$ cat config.mk
export PLATFORM = sky130hd
export DESIGN_NAME = trial_frame_timer_core
export DESIGN_NICKNAME = d
export VERILOG_FILES = /design/src/sv/tft_pkg.sv /design/src/sv/tft_cfg_regs.sv /design/src/sv/tft_engine.sv /design/src/sv/tft_out_reg.sv /design/src/sv/trial_frame_timer_core.sv
export SDC_FILE = /design/constraint.sdc
export NUM_CORES = 1
export LEC_CHECK = 0
export ABC_AREA = 1
export ABC_CLOCK_PERIOD_IN_PS = 16400
export BUFFER_PORTS_ARGS = -buffer_cell sky130_fd_sc_hd__buf_2
export CAP_MARGIN = 0
export CELL_PAD_IN_SITES_DETAIL_PLACEMENT = 1
export CELL_PAD_IN_SITES_GLOBAL_PLACEMENT = 1
export CORE_UTILIZATION = 37
export CTS_CLUSTER_DIAMETER = 40
export DETAILED_ROUTE_END_ITERATION = 8
export GPL_TIMING_DRIVEN = 0
export PLACE_DENSITY_LB_ADDON = 0.25
export REMOVE_ABC_BUFFERS = 1
export SETUP_SLACK_MARGIN = 0.2
export SLEW_MARGIN = 30
export SYNTH_ARGS = -nofsm -noshare
export SYNTH_HDL_FRONTEND = slang
export SYNTH_SLANG_ARGS = --single-unit
$ cat constraint.sdc
create_clock -name clk_i -period 16.4 [get_ports clk_i]
set_input_delay 0.82 -clock clk_i [delete_from_list [all_inputs] [get_ports clk_i]]
set_output_delay 0.82 -clock clk_i [all_outputs]
set_load 0.01 [all_outputs]
$ cat src/sv/tft_pkg.sv
`default_nettype none
package tft_pkg;

  // Field widths
  localparam int unsigned TimeW  = 32;
  localparam int unsigned FuncW  = 2;
  localparam int unsigned CntW   = 16;  // internal trial/frame counter width, 8..32
  localparam int unsigned OutCntW = 16; // reported counter width
  localparam int unsigned CfgIdxW = 2;
  localparam int unsigned OutUserW = 4;
  localparam int unsigned OutDataW = 2 * OutCntW + 2 * TimeW;

  // Register reset values
  localparam logic [TimeW-1:0] StartDelayRst    = 32'd50000;
  localparam logic [TimeW-1:0] FrameIntervalRst = 32'd30000;
  localparam logic [TimeW-1:0] TrialDurationRst = 32'd60000000;

  // Item kinds
  typedef enum logic [FuncW-1:0] {
    FUNC_TICK   = 2'd0,
    FUNC_TRIG   = 2'd1,
    FUNC_TOGGLE = 2'd2
  } func_e;

  // Register indexes
  typedef enum logic [CfgIdxW-1:0] {
    REG_START_DELAY    = 2'd0,
    REG_FRAME_INTERVAL = 2'd1,
    REG_TRIAL_DURATION = 2'd2
  } reg_idx_e;

  typedef struct packed {
    logic [TimeW-1:0] start_delay;
    logic [TimeW-1:0] frame_interval;
    logic [TimeW-1:0] trial_duration;
  } tft_cfg_t;

  typedef struct packed {
    logic               valid;
    logic               trigger_pulse;
    logic               trial_stopped;
    logic               frame_pulse;
    logic               trial_running;
    logic [OutCntW-1:0] trial_index;
    logic [OutCntW-1:0] frames_done;
    logic [TimeW-1:0]   elapsed;
    logic [TimeW-1:0]   frame_gap;
  } tft_res_t;

endpackage
`default_nettype wire

$ cat src/sv/tft_cfg_regs.sv
`default_nettype none
module tft_cfg_regs
  import tft_pkg::*;
(
  input  wire logic               clk_i,
  input  wire logic               rst_ni,
  input  wire logic               cfg_we_i,
  input  wire logic [CfgIdxW-1:0] cfg_idx_i,
  input  wire logic [TimeW-1:0]   cfg_wdata_i,
  output tft_cfg_t                cfg_o
);

  tft_cfg_t cfg_q;

  // Register file; an unknown index is dropped
  always_ff @(posedge clk_i or negedge rst_ni) begin
    if (!rst_ni) begin
      cfg_q.start_delay    <= StartDelayRst;
      cfg_q.frame_interval <= FrameIntervalRst;
      cfg_q.trial_duration <= TrialDurationRst;
    end else if (cfg_we_i) begin
      case (reg_idx_e'(cfg_idx_i))
        REG_START_DELAY:    cfg_q.start_delay    <= cfg_wdata_i;
        REG_FRAME_INTERVAL: cfg_q.frame_interval <= cfg_wdata_i;
        REG_TRIAL_DURATION: cfg_q.trial_duration <= cfg_wdata_i;
        default: ;
      endcase
    end
  end

  assign cfg_o = cfg_q;

endmodule
`default_nettype wire

$ cat src/sv/tft_engine.sv
`default_nettype none
module tft_engine
  import tft_pkg::*;
(
  input  wire logic             clk_i,
  input  wire logic             rst_ni,
  input  wire tft_cfg_t         cfg_i,
  input  wire logic             step_i,   // item in the input stage is consumed
  input  wire logic [FuncW-1:0] func_i,
  input  wire logic [TimeW-1:0] now_i,
  output tft_res_t              res_o
);

  logic             running_q, running_d;
  logic [CntW-1:0]  trial_cnt_q, trial_cnt_d;
  logic [CntW-1:0]  frame_cnt_q, frame_cnt_d;
  logic [TimeW-1:0] start_time_q, start_time_d;
  logic [TimeW-1:0] last_frame_q, last_frame_d;

  logic [TimeW-1:0] frame_due, stop_due, elapsed_now, gap_now;
  logic             frame_hit, stop_hit;
  logic             trig, stopped, frame;
  logic [TimeW-1:0] elapsed, gap;

  // Deadline sums and differences, all wrapping
  assign frame_due   = last_frame_q + cfg_i.frame_interval;
  assign stop_due    = start_time_q + cfg_i.trial_duration;
  assign elapsed_now = now_i - start_time_q;
  assign gap_now     = now_i - last_frame_q;
  assign frame_hit   = now_i > frame_due;
  assign stop_hit    = now_i > stop_due;

  // Next state and result for the current item
  always_comb begin
    running_d    = running_q;
    trial_cnt_d  = trial_cnt_q;
    frame_cnt_d  = frame_cnt_q;
    start_time_d = start_time_q;
    last_frame_d = last_frame_q;
    trig         = 1'b0;
    stopped      = 1'b0;
    frame        = 1'b0;
    elapsed      = '0;
    gap          = '0;
    case (func_e'(func_i))
      FUNC_TICK: begin
        if (running_q) begin
          if (frame_hit) begin
            frame        = 1'b1;
            frame_cnt_d  = frame_cnt_q + 1'b1;
            gap          = gap_now;
            last_frame_d = now_i;
          end
          if (stop_hit) begin
            trig      = 1'b1;
            stopped   = 1'b1;
            running_d = 1'b0;
          end
          elapsed = elapsed_now;
        end
      end
      FUNC_TRIG, FUNC_TOGGLE: begin
        if (running_q) begin
          // toggle stops a running trial, a trigger is ignored
          if (func_e'(func_i) == FUNC_TOGGLE) begin
            trig      = 1'b1;
            stopped   = 1'b1;
            running_d = 1'b0;
            elapsed   = elapsed_now;
          end
        end else begin
          trig         = 1'b1;
          running_d    = 1'b1;
          trial_cnt_d  = trial_cnt_q + 1'b1;
          start_time_d = now_i;
          last_frame_d = now_i + cfg_i.start_delay;
          frame_cnt_d  = '0;
        end
      end
      default: ;
    endcase
  end

  // Trial state
  always_ff @(posedge clk_i or negedge rst_ni) begin
    if (!rst_ni) begin
      running_q    <= 1'b0;
      trial_cnt_q  <= '0;
      frame_cnt_q  <= '0;
      start_time_q <= '0;
      last_frame_q <= '0;
    end else if (step_i) begin
      running_q    <= running_d;
      trial_cnt_q  <= trial_cnt_d;
      frame_cnt_q  <= frame_cnt_d;
      start_time_q <= start_time_d;
      last_frame_q <= last_frame_d;
    end
  end

  // Result, only when something happened
  always_comb begin
    res_o.valid         = step_i && (trig || frame);
    res_o.trigger_pulse = trig;
    res_o.trial_stopped = stopped;
    res_o.frame_pulse   = frame;
    res_o.trial_running = running_d;
    res_o.trial_index   = OutCntW'(trial_cnt_d);
    res_o.frames_done   = OutCntW'(frame_cnt_d);
    res_o.elapsed       = elapsed;
    res_o.frame_gap     = gap;
  end

endmodule
`default_nettype wire

$ cat src/sv/tft_out_reg.sv
`default_nettype none
module tft_out_reg
  import tft_pkg::*;
(
  input  wire logic                clk_i,
  input  wire logic                rst_ni,
  input  wire tft_res_t            res_i,
  output logic                     free_o,   // register can take a result this cycle
  output logic                     m_axis_tvalid,
  input  wire logic                m_axis_tready,
  output logic [OutDataW-1:0]      m_axis_tdata,
  output logic [OutUserW-1:0]      m_axis_tuser
);

  logic                valid_q, valid_d;
  logic [OutDataW-1:0] data_q;
  logic [OutUserW-1:0] user_q;

  assign free_o = !valid_q || m_axis_tready;

  always_comb begin
    valid_d = valid_q;
    if (res_i.valid) begin
      valid_d = 1'b1;
    end else if (m_axis_tready) begin
      valid_d = 1'b0;
    end
  end

  // Valid flag
  always_ff @(posedge clk_i or negedge rst_ni) begin
    if (!rst_ni) begin
      valid_q <= 1'b0;
    end else begin
      valid_q <= valid_d;
    end
  end

  // Payload, loaded only with a new result
  always_ff @(posedge clk_i) begin
    if (res_i.valid) begin
      data_q <= {res_i.frame_gap, res_i.elapsed, res_i.frames_done, res_i.trial_index};
      user_q <= {res_i.trial_running, res_i.frame_pulse, res_i.trial_stopped,
                 res_i.trigger_pulse};
    end
  end

  assign m_axis_tvalid = valid_q;
  assign m_axis_tdata  = data_q;
  assign m_axis_tuser  = user_q;

endmodule
`default_nettype wire

$ cat src/sv/trial_frame_timer_core.sv
// Trial and frame timing generator.
// Input stream s_axis: tuser carries the item kind (tick, start trigger,
// start/stop toggle), tdata the 32-bit timestamp. Configuration is a plain
// write port (start delay, frame interval, trial duration); write it only
// while the block is idle.
// Output stream m_axis: one item per input that starts or stops a trial or
// emits a frame; inputs with no event produce nothing.
// Throughput: one input item per clock while the receiver does not stall. The
// trial state is updated by one pass of adds and compares between the input
// register and the output register, so an item sees the state left by the
// item before it. A taken input waits in the input register, and its result
// is loaded into the output register once that register can take it.
// When the receiver stalls, the output register holds its item, the item in
// the input register waits and s_axis_tready falls until space frees.
// Reset clears the trial state (idle, counters and times zero), loads the
// register defaults and empties both registers.
`default_nettype none
module trial_frame_timer_core
  import tft_pkg::*;
(
  input  wire logic                clk_i,
  input  wire logic                rst_ni,
  // configuration
  input  wire logic                cfg_we_i,
  input  wire logic [CfgIdxW-1:0]  cfg_idx_i,
  input  wire logic [TimeW-1:0]    cfg_wdata_i,
  // input items
  input  wire logic                s_axis_tvalid,
  output logic                     s_axis_tready,
  input  wire logic [TimeW-1:0]    s_axis_tdata,  // [31:0] now
  input  wire logic [FuncW-1:0]    s_axis_tuser,  // [1:0] func
  // result items
  output logic                     m_axis_tvalid,
  input  wire logic                m_axis_tready,
  output logic [OutDataW-1:0]      m_axis_tdata,  // [15:0] trial_index, [31:16] frames_done,
                                                  // [63:32] elapsed, [95:64] frame_gap
  output logic [OutUserW-1:0]      m_axis_tuser   // [0] trigger_pulse, [1] trial_stopped,
                                                  // [2] frame_pulse, [3] trial_running
);

  tft_cfg_t cfg;
  tft_res_t res;

  logic             in_valid_q;
  logic [FuncW-1:0] in_func_q;
  logic [TimeW-1:0] in_now_q;
  logic             out_free;
  logic             step;

  // The staged item moves on when the output register can take its result
  assign step          = in_valid_q && out_free;
  assign s_axis_tready = !in_valid_q || step;

  // Input register
  always_ff @(posedge clk_i or negedge rst_ni) begin
    if (!rst_ni) begin
      in_valid_q <= 1'b0;
    end else if (s_axis_tready) begin
      in_valid_q <= s_axis_tvalid;
    end
  end

  always_ff @(posedge clk_i) begin
    if (s_axis_tready && s_axis_tvalid) begin
      in_func_q <= s_axis_tuser;
      in_now_q  <= s_axis_tdata;
    end
  end

  tft_cfg_regs u_cfg (
    .clk_i       (clk_i),
    .rst_ni      (rst_ni),
    .cfg_we_i    (cfg_we_i),
    .cfg_idx_i   (cfg_idx_i),
    .cfg_wdata_i (cfg_wdata_i),
    .cfg_o       (cfg)
  );

  tft_engine u_engine (
    .clk_i  (clk_i),
    .rst_ni (rst_ni),
    .cfg_i  (cfg),
    .step_i (step),
    .func_i (in_func_q),
    .now_i  (in_now_q),
    .res_o  (res)
  );

  tft_out_reg u_out (
    .clk_i         (clk_i),
    .rst_ni        (rst_ni),
    .res_i         (res),
    .free_o        (out_free),
    .m_axis_tvalid (m_axis_tvalid),
    .m_axis_tready (m_axis_tready),
    .m_axis_tdata  (m_axis_tdata),
    .m_axis_tuser  (m_axis_tuser)
  );

endmodule
`default_nettype wire

==> metrics.csv, run 1 <==
stage,metric,value,unit
run_status,status,"finished, final reports clean",
setup_path,startpoint_type,flop,
finish,final_util,44.4,%
sta,min_period_over_period,37.9,%
power_and_ir_drop,p_per_area,196,nW/µm²
clock_network,post_cts_buffers,0,
clock_network,clock_latency,0.61,ns
detailed_routing,drc,0,
global_route,grt_pass1_vias,22300,
synth,synth_cell_type_count,61,
clock_network,cts_made_buffers,60,
clock_network,ctsLongestPathBuffers,3,
synth,ys_ff_latch,329,
clock_network,cts_sinks,329,
setup_path,rrSetupSlack,10.18,ns
synth,synth_compound_area_share,18.8,%
detailed_routing,dr_total_vias,21000,
floorplanning,die_x,251,µm
synth,muxShareOfSynthArea,0.0492,%
detailed_routing,dr.pass1.iters,5,
global_route,grt_max_degree,70,
sta,relSlewSlack,40.8,%
global_route,grt_pass1_wl,126000,µm
synth,syn_inst,2865,
worst_hold_path,min_path_type,input pin to async pin,
synth,syn_area_per_cell,7.98,µm²
setup_path,cp.required,16.67,ns
setup_path,r2r_cells,27,
synth,yosys.area_share.adder,12.7,%
sta,holdWs,0.102,ns
placed_design,io_buffer_count,174,
synth,ys_warn_count,0,
clock_network,root_buffer,clkbuf_16,
detailed_routing,ant_nets,0,
finish,seqCellArea,8930,µm²
finish,fill_cells,7280,
placed_design,dp_hpwl,65700,µm
finish,multi_input_area,12400,µm²
sta,worst_slew_pin_slew,0.884,ns
floorplanning,die-area,62800,µm²
sta,rsz0062_at_grt,false,
global_route,gr-usage-all-layers,26.0,%
detailed_routing,vias_per_cell,5.39,
clock_network,htree_num_levels,2,
synth,synthSimpleGateAreaFrac,18.7,%
synth,yosysSeqAreaShare,39.0,%
finish,drive_gt1_share,12.6,%
clock_network,cts_resized,0,
sta,finalHoldViolCount,0,
sta,setup_tns,0,ns
floorplanning,start_util,37.7,%
clock_network,holdBufCountCts,0,
detailed_routing,wire_per_inst,21.0,µm
clock_network,cts_tree,built,
setup_path,r2r-end,u_out.m_axis_tdata[65],
synth,synth_top_family_by_area,compound AO/OA/AOI/OAI gates,
synth,synth_xor_area_share,3.52,%
sta,clock.fmax,0.161,GHz
placed_design,routabilityCongestion,0.882,
power_and_ir_drop,irDropWorstVdd,0.0000969,V
detailed_routing,drt_iter0_drc,970,
power_and_ir_drop,total_leakage_power,0.0126,µW
floorplanning,io_pins,175,
floorplanning,die_height,251,µm
floorplanning,core,60700,µm²
setup_path,arrival,6.49,ns
setup_path,worstPathMaxFanout,53,
global_route,grt-ovfl-total,0,
setup_path,end_kind,flop,
finish,nNetsFinal,3363,
sta,clock_skew,0.0257,ns
floorplanning,rows,90,
flow_run,drv_cap,0,
global_route,antenna_found_initial,1,
sta,fin_crit,6.22,ns
setup_path,path_class,flop to flop,
sta,finalSetupViolCount,0,
detailed_routing,drt_wl_total,81900,µm
synth,synth_area,22900,µm²
finish,area_delta_synth_final,17.9,%
setup_path,rr_startpoint,u_cfg.cfg_o[0],
clock_network,clkTransAtPathRegs,0.06,ns
sta,maxSlewViolCount,0,
synthesized netlist by cell type, drive strengths merged:
library cell,count,area [µm²]
xor2,61,534
o221a,1,11.3
o21a,13,97.6
nand3b,7,52.6
a31o,1,8.76
a211oi,7,52.6
xnor2,31,272
a211o,1,8.76
nor3b,1,7.51
or2,16,100
dfrtp,172,4300
clkbuf,38,144
o221ai,8,70.1
nor2,200,776
nand3,99,500
nand2,626,2400
inv,363,1370
nand4,24,156
dfstp,23,604
a22oi,1,7.51
fa,5,100
a31oi,20,131
nor4,15,100
o21bai,22,169
a221o,2,20.0
mux2,1,11.3
o22ai,14,169
a21oi,297,1490
buf,14,101
o211ai,12,90.1
o31ai,3,22.5
ha,225,2820
nor3,37,190
a21o,16,120
edfxtp,134,4020
a21boi,12,90.1
o21ai,341,1740
and2,1,6.26
a221oi,1,8.76
metrics by stage:
stage | instance area (µm²) | setup WS (ns) | cells | total power [µW]
floorplan | 22600 | 10.56 | 2813 | 3070
global placement | 24500 | 8.14 | 3769 | 3830
detailed placement | 24800 | 10.11 | 3780 | 3940
CTS | 27000 | 10.05 | 3892 | 5300
global route | 27000 | 9.84 | 3892 | 5670
finish | 27000 | 10.18 | 3893 | 5270
kinds of logic after synthesis:
family                   after synthesis
buffers and inverters                415
adder cells (fa/ha/maj)              230
AO/OA/AOI/OAI                        772
flip-flops                           329
AND/OR/NAND/NOR                     1026
multiplexers                           1
XOR/XNOR                              92
layer usage:
layer / track usage (%) / up-vias / part of all wire (%)
li1: - / 10100 / -
met1: 34.1 / 10400 / 46
met2: 45.4 / 365 / 48
met3: 2.78 / 105 / 3.4
met4: 6.98 / 0 / 2.4
met5: 0 / - / 0
how the worst max path moves through the flow:
stage | start | endpoint | slack [ns] | depth (start not counted)
4_1_cts | u_cfg.cfg_o[0] | u_out.m_axis_tdata[64] | 10.05 | 27
3_5_place_dp | u_engine.start_time_q[2] | u_out.m_axis_tdata[64] | 10.11 | 27
6_report | u_cfg.cfg_o[0] | u_out.m_axis_tdata[65] | 10.18 | 27
2_1_floorplan | u_engine.last_frame_q[0] | u_out.m_axis_tdata[0] | 10.56 | 25
5_1_grt | u_cfg.cfg_o[0] | u_out.m_axis_tdata[32] | 9.84 | 27
3_3_place_gp | u_engine.start_time_q[20] | u_out.m_axis_tdata[91] | 8.14 | 23
flip-flops by register name, indices dropped and copies added (netlist names):
| signal | cells |
|---|---|
| u_cfg.cfg_o | 96 |
| u_out.m_axis_tdata | 96 |
| in_now_q | 32 |
| u_engine.last_frame_q | 32 |
| u_engine.start_time_q | 32 |
| u_engine.frame_cnt_q | 16 |
| u_engine.trial_cnt_q | 16 |
| u_out.m_axis_tuser | 4 |
| in_func_q | 2 |
| in_valid_q | 1 |
| u_engine.running_q | 1 |
| u_out.m_axis_tvalid | 1 |
where the power goes:
group	leakage, µW	switching [µW]	internal, µW
logic	0.00793	1780	918
clock network	0.00104	464	857
registers	0.00365	162	1090
layout by cell type (no fill, tap or decap), types with 21 or more instances in the layout:
| master | instances |
|---|---|
| nor2_1 | 194 |
| xor2_1 | 61 |
| xnor2_1 | 31 |
| a21oi_1 | 294 |
| clkbuf_16 | 63 |
| ha_1 | 224 |
| dfstp_2 | 23 |
| inv_1 | 355 |
| edfxtp_1 | 134 |
| o21ai_0 | 313 |
| nor3_1 | 36 |
| nand3_1 | 95 |
| nand2_1 | 616 |
| buf_2 | 173 |
| nand4_1 | 23 |
| dfrtp_1 | 172 |
| o21bai_1 | 21 |
area by class of cell:
cell class | instances | area share (%)
diodes | 1 | 0.00928
clock buffers | 68 | 5.99
clock inverters | 44 | 2.00
inverters | 363 | 5.11
multi-input cells | 2121 | 46.0
flip-flops and latches | 329 | 33.1
well taps | 782 | 3.63
repair buffers | 185 | 4.17
worst max-delay path, stage by stage, from the launching register on:
cell      delay (ns)
dfrtp_1         0.37
ha_1            0.20
inv_1           0.07
fa_1            0.41
o21ai_2         0.22
nand2_1         0.09
nand3_2         0.10
nand2_1         0.06
nand2_1         0.11
a21boi_1        0.14
o21ai_0         0.37
nand2_1         0.21
o211ai_1        0.21
nand2_1         0.09
ha_1            0.28
nand2_1         0.06
nor2_1          0.09
nand4_1         0.19
nor4_1          0.66
o21ai_0         0.37
nand2_1         0.27
nand3_1         0.13
nand2_1         0.09
nand2_1         0.08
nand2_1         0.08
nand2_1         0.14
inv_6           0.41
buf_16          0.32
Power figures use the tool's default switching activity.
==> run 2: changes to the inputs <==
--- a/config.mk
+++ b/config.mk
@@ -5,8 +5,8 @@
 export SDC_FILE = /design/constraint.sdc
 export NUM_CORES = 1
 export LEC_CHECK = 0
-export ABC_AREA = 1
-export ABC_CLOCK_PERIOD_IN_PS = 16400
+export ABC_AREA = 0
+export ABC_CLOCK_PERIOD_IN_PS = 6250
 export BUFFER_PORTS_ARGS = -buffer_cell sky130_fd_sc_hd__buf_2
 export CAP_MARGIN = 0
 export CELL_PAD_IN_SITES_DETAIL_PLACEMENT = 1
==> constraint.sdc (replaced) <==
create_clock -name clk_i -period 6.25 [get_ports clk_i]
set_input_delay 0.3125 -clock clk_i [delete_from_list [all_inputs] [get_ports clk_i]]
set_output_delay 0.3125 -clock clk_i [all_outputs]
set_load 0.01 [all_outputs]
==> run 2 against run 1 <==
Non-clock buffer count rose by 129. Critical endpoint is now u_out.m_axis_tdata[75]. Routed wire length fell by 16%. Area after synthesis fell by 4.4%. Register-to-register slack got worse by 9.7 ns. Count of clock-buffer cells in the layout rose by 7. Final area rose by 1.5%. Utilization rose by 2.7 points. Clock power rose to 2.5 times the previous value.
==> metrics.csv, run 2 <==
stage,metric,value,unit,change
finish,drive_gt1_share,21.6,%,was 12.6%
synth,yosysSeqAreaShare,40.9,%,was 39.0%
detailed_routing,drt_iter0_drc,969,,was 970
power_and_ir_drop,total_power,13800,µW,was 5270 µW
setup_path,startpoint_type,flop,,unchanged
synth,ys_warn_count,0,,unchanged
sta,maxSlewViolCount,0,,unchanged
placed_design,io_buffer_count,174,,unchanged
clock_network,root_buffer,clkbuf_16,,unchanged
power_and_ir_drop,p_int,8090,µW,was 2870 µW
power_and_ir_drop,p_per_area,503,nW/µm²,was 196 nW/µm²
sta,finalHoldViolCount,0,,unchanged
power_and_ir_drop,combinationalPowerShare,52.5,%,was 51.1%
finish,area_delta_synth_final,25.3,%,was 17.9%
sta,min_period_over_period,92.7,%,was 37.9%
sta,clock_skew,0.0313,ns,was 0.0257 ns
detailed_routing,wire_per_inst,20.9,µm,was 21.0 µm
clock_network,cts_made_buffers,60,,unchanged
global_route,gr-usage-all-layers,22.7,%,was 26.0%
global_route,grt-ovfl-total,0,,unchanged
finish,nNetsFinal,2793,,"was 3,363"
synth,synth_flop_cell,dfrtp_1,,unchanged
setup_path,end_kind,flop,,unchanged
setup_path,max_stage_delay,0.53,ns,was 0.66 ns
detailed_routing,dr_total_vias,18200,,"was 21,000"
synth,synth_area,21900,µm²,"was 22,900 µm²"
clock_network,clock_latency,0.62,ns,was 0.61 ns
global_route,grt_pass1_vias,18700,,"was 22,300"
synth,yosys.cell_count.top_type,ha_1,,was nand2_1
setup_path,worst_path_max_delay_cell,dfstp_2,,was nor4_1
power_and_ir_drop,seq_power_share,23.5,%,was 23.8%
setup_path,crit_family,compound AO/OA/AOI/OAI gates,,was simple AND/OR/NAND/NOR gates
worst_hold_path,min_path_type,input pin to flop,,was input pin to async pin
detailed_routing,drt_wl_total,69200,µm,"was 81,900 µm"
setup_path,path_class,flop to flop,,unchanged
finish,layout_common_cells,"ha_1 (221), buf_2 (173), dfrtp_1 (172)",,"was nand2_1 (616), inv_1 (355), o21ai_0 (313)"
synth,synth_top_area_share,19.7,%,was 18.8%
run_status,status,"finished, final reports clean",,unchanged
sta,clock.fmax,0.173,GHz,was 0.161 GHz
setup_path,rrSetupSlack,0.45,ns,was 10.18 ns
setup_path,cp.required,6.61,ns,was 16.67 ns
power_and_ir_drop,power.switching,5690,µW,was 2410 µW
global_route,grt_pass1_wl,107000,µm,"was 126,000 µm"
synth,yosysTopAreaCell,dfrtp_1,,unchanged
clock_network,ctsLongestPathBuffers,3,,unchanged
setup_path,crit_buf_inv,5,,was 3
finish,layout_commonest_cell,ha_1,,was nand2_1
synth,synth_edf_count,134,,unchanged
detailed_routing,vias_per_cell,5.49,,was 5.39
synth,netlist_top_cells_count,"ha_1 (225), dfrtp_1 (172), nand2_1 (163), o21ai_0 (157), nor2_1 (143)",,"was nand2_1 (618), inv_1 (357), o21ai_0 (313), a21oi_1 (295), ha_1 (225)"
synth,syn_inst,2174,,"was 2,865"
detailed_routing,ant_nets,0,,unchanged
floorplanning,core,58000,µm²,"was 60,700 µm²"
synth,syn_area_per_cell,10.1,µm²,was 7.98 µm²
setup_path,arrival,6.15,ns,was 6.49 ns
setup_path,r2r_cells,25,,was 27
placed_design,post-place-ws,-0.905,ns,was 10.11 ns
power_and_ir_drop,switching_share,41.3,%,was 45.6%
clock_network,clkTransAtPathRegs,0.06,ns,about the same
placed_design,dp_hpwl,51000,µm,"was 65,700 µm"
placed_design,routabilityCongestion,0.871,,was 0.882
floorplanning,io_pins,175,,unchanged
synth,synth.area.top_cells,"dfrtp_1 (20%), edfxtp_1 (18%), ha_1 (13%), mux2_2 (5.0%), xnor2_1 (3.6%)",,"was dfrtp_1 (19%), edfxtp_1 (18%), ha_1 (12%), nand2_1 (10%), o21ai_0 (6.8%)"
sta,holdWs,0.0253,ns,was 0.102 ns
global_route,antenna_found_initial,1,,unchanged
sta,fin_crit,5.80,ns,was 6.22 ns
sta,worst_slew_pin_slew,0.873,ns,was 0.884 ns
global_route,grt_max_degree,77,,was 70
clock_network,cts_sinks,329,,unchanged
flow_run,drv_cap,0,,unchanged
finish,antenna_cells,0,,was 1
power_and_ir_drop,clkPwrFrac,24.0,%,was 25.1%
sta,setup_slack,0.453,ns,was 10.18 ns
floorplanning,die_x,245,µm,was 251 µm
synth,synth_cell_type_count,85,,was 61
setup_path,path_depth,25,,was 27
power_and_ir_drop,irDropWorstVdd,0.000244,V,was 0.0000969 V
detailed_routing,drc,0,,unchanged
synth,ys_ff_latch,329,,unchanged
floorplanning,die_height,245,µm,was 251 µm
worst_hold_path,min_to,u_cfg.cfg_o[47],,
worst_hold_path,min_from,cfg_wdata_i[15],,
sta,relSlewSlack,41.2,%,was 40.8%
setup_path,r2r-end,u_out.m_axis_tdata[75],,was u_out.m_axis_tdata[65]
sta,rsz0062_at_grt,false,,unchanged
synth,async_flop_share,59.3,%,unchanged
floorplanning,die-area,60100,µm²,"was 62,800 µm²"
sta,setup_tns,0,ns,unchanged
setup_path,worstPathMaxFanout,13,,was 53
clock_network,htree_num_levels,2,,unchanged
setup_path,rr_startpoint,u_cfg.cfg_o[36],,was u_cfg.cfg_o[0]
clock_network,cts_tree,built,,unchanged
power_and_ir_drop,total_leakage_power,0.0123,µW,was 0.0126 µW
floorplanning,start_util,37.7,%,about the same
worst_hold_path,hold_depth,2,,
floorplanning,rows,88,,was 90
sta,finalSetupViolCount,0,,unchanged
detailed_routing,dr.pass1.iters,5,,unchanged
==> run 2: power by group through the flow <==
stage / combinational, µW / clock [µW] / sequential (µW)
finish: 7230 / 3300 / 3250
global route: 8020 / 3470 / 3300
CTS: 6990 / 3370 / 3240
global placement: 6340 / 0 / 3320
detailed placement: 6690 / 0 / 3270
floorplan: 4870 / 0 / 3220
==> run 2: worst max path at each step <==
stage | start | to | slack [ns]
5_1_grt | u_engine.last_frame_q[3] | u_out.m_axis_tdata[30] | 0.19
3_5_place_dp | u_cfg.cfg_o[1] | u_out.m_axis_tdata[77] | -0.91
6_report | u_cfg.cfg_o[36] | u_out.m_axis_tdata[75] | 0.45
3_3_place_gp | u_cfg.cfg_o[1] | u_out.m_axis_tdata[76] | -8.73
2_1_floorplan | u_cfg.cfg_o[12] | u_out.m_axis_tdata[0] | -3.72
4_1_cts | u_engine.start_time_q[0] | u_out.m_axis_tdata[80] | 0.19
==> run 2: per-stage QoR <==
stage / cells / util [%] / instance area [µm²]
after detailed placement: 3075 / 41.2 / 23900
after global placement: 3051 / 40.4 / 23400
after global routing: 3307 / 47.2 / 27400
after floorplan: 2112 / - / 21600
final: 3307 / 47.2 / 27400
after CTS: 3272 / 46.4 / 26900
==> run 2: cell type report <==
| type | count | area [µm²] |
|---|---|---|
| Tap cell | 765 | 957 |
| Inverter | 118 | 443 |
| Sequential cell | 329 | 8930 |
| Fill cell | 6398 | 30600 |
| Clock inverter | 39 | 405 |
| Timing Repair Buffer | 314 | 2410 |
| Clock buffer | 75 | 1650 |
| Multi-Input combinational cell | 1667 | 12600 |
==> run 2: what timing repair did <==
action	in CTS	in global routing
gates cloned	2	2
endpoints found under the setup margin	163	145
buffers inserted	16	33
pin swaps	12	22
hold buffers	65	0
hold endpoints to repair	163	0
resized for setup	25	32
==> run 2: per-layer routing <==
| layer | part of all wire [%] | track usage, % | vias to the layer above |
|---|---|---|---|
| met5 | 0 | 0 | - |
| met4 | 2.9 | 6.97 | 0 |
| met3 | 4.4 | 3.28 | 117 |
| met2 | 47 | 37.8 | 397 |
| met1 | 46 | 30.4 | 9028 |
| li1 | - | - | 8617 |
==> run 2: worst reg2reg max path, stage by stage (launching register included) <==
cell and delay (ns):
dfstp_2 0.53, ha_1 0.29, a21o_1 0.20, a21oi_2 0.18, a31o_4 0.21, o21ai_4 0.08
a311o_1 0.42, buf_4 0.18, a31oi_4 0.20, o21bai_1 0.12, a211o_1 0.32, a21oi_2 0.14
xor2_1 0.19, ha_1 0.28, a21o_1 0.17, a221oi_2 0.22, nor2_1 0.09, or4_4 0.52
o211ai_4 0.29, clkbuf_16 0.19, nand2_1 0.06, nand2_2 0.12, a31oi_4 0.06, buf_12 0.18
buf_16 0.15, buf_16 0.16
==> run 2: cell families after synthesis <==
family                   after synthesis  share of synthesized area (%)
AND/OR/NAND/NOR                      549                           12.0
adder cells (fa/ha/maj)              230                           13.3
XOR/XNOR                             161                           6.45
multiplexers                         127                           6.37
flip-flops                           329                           40.9
AO/OA/AOI/OAI                        598                           17.8
buffers and inverters                180                           3.17
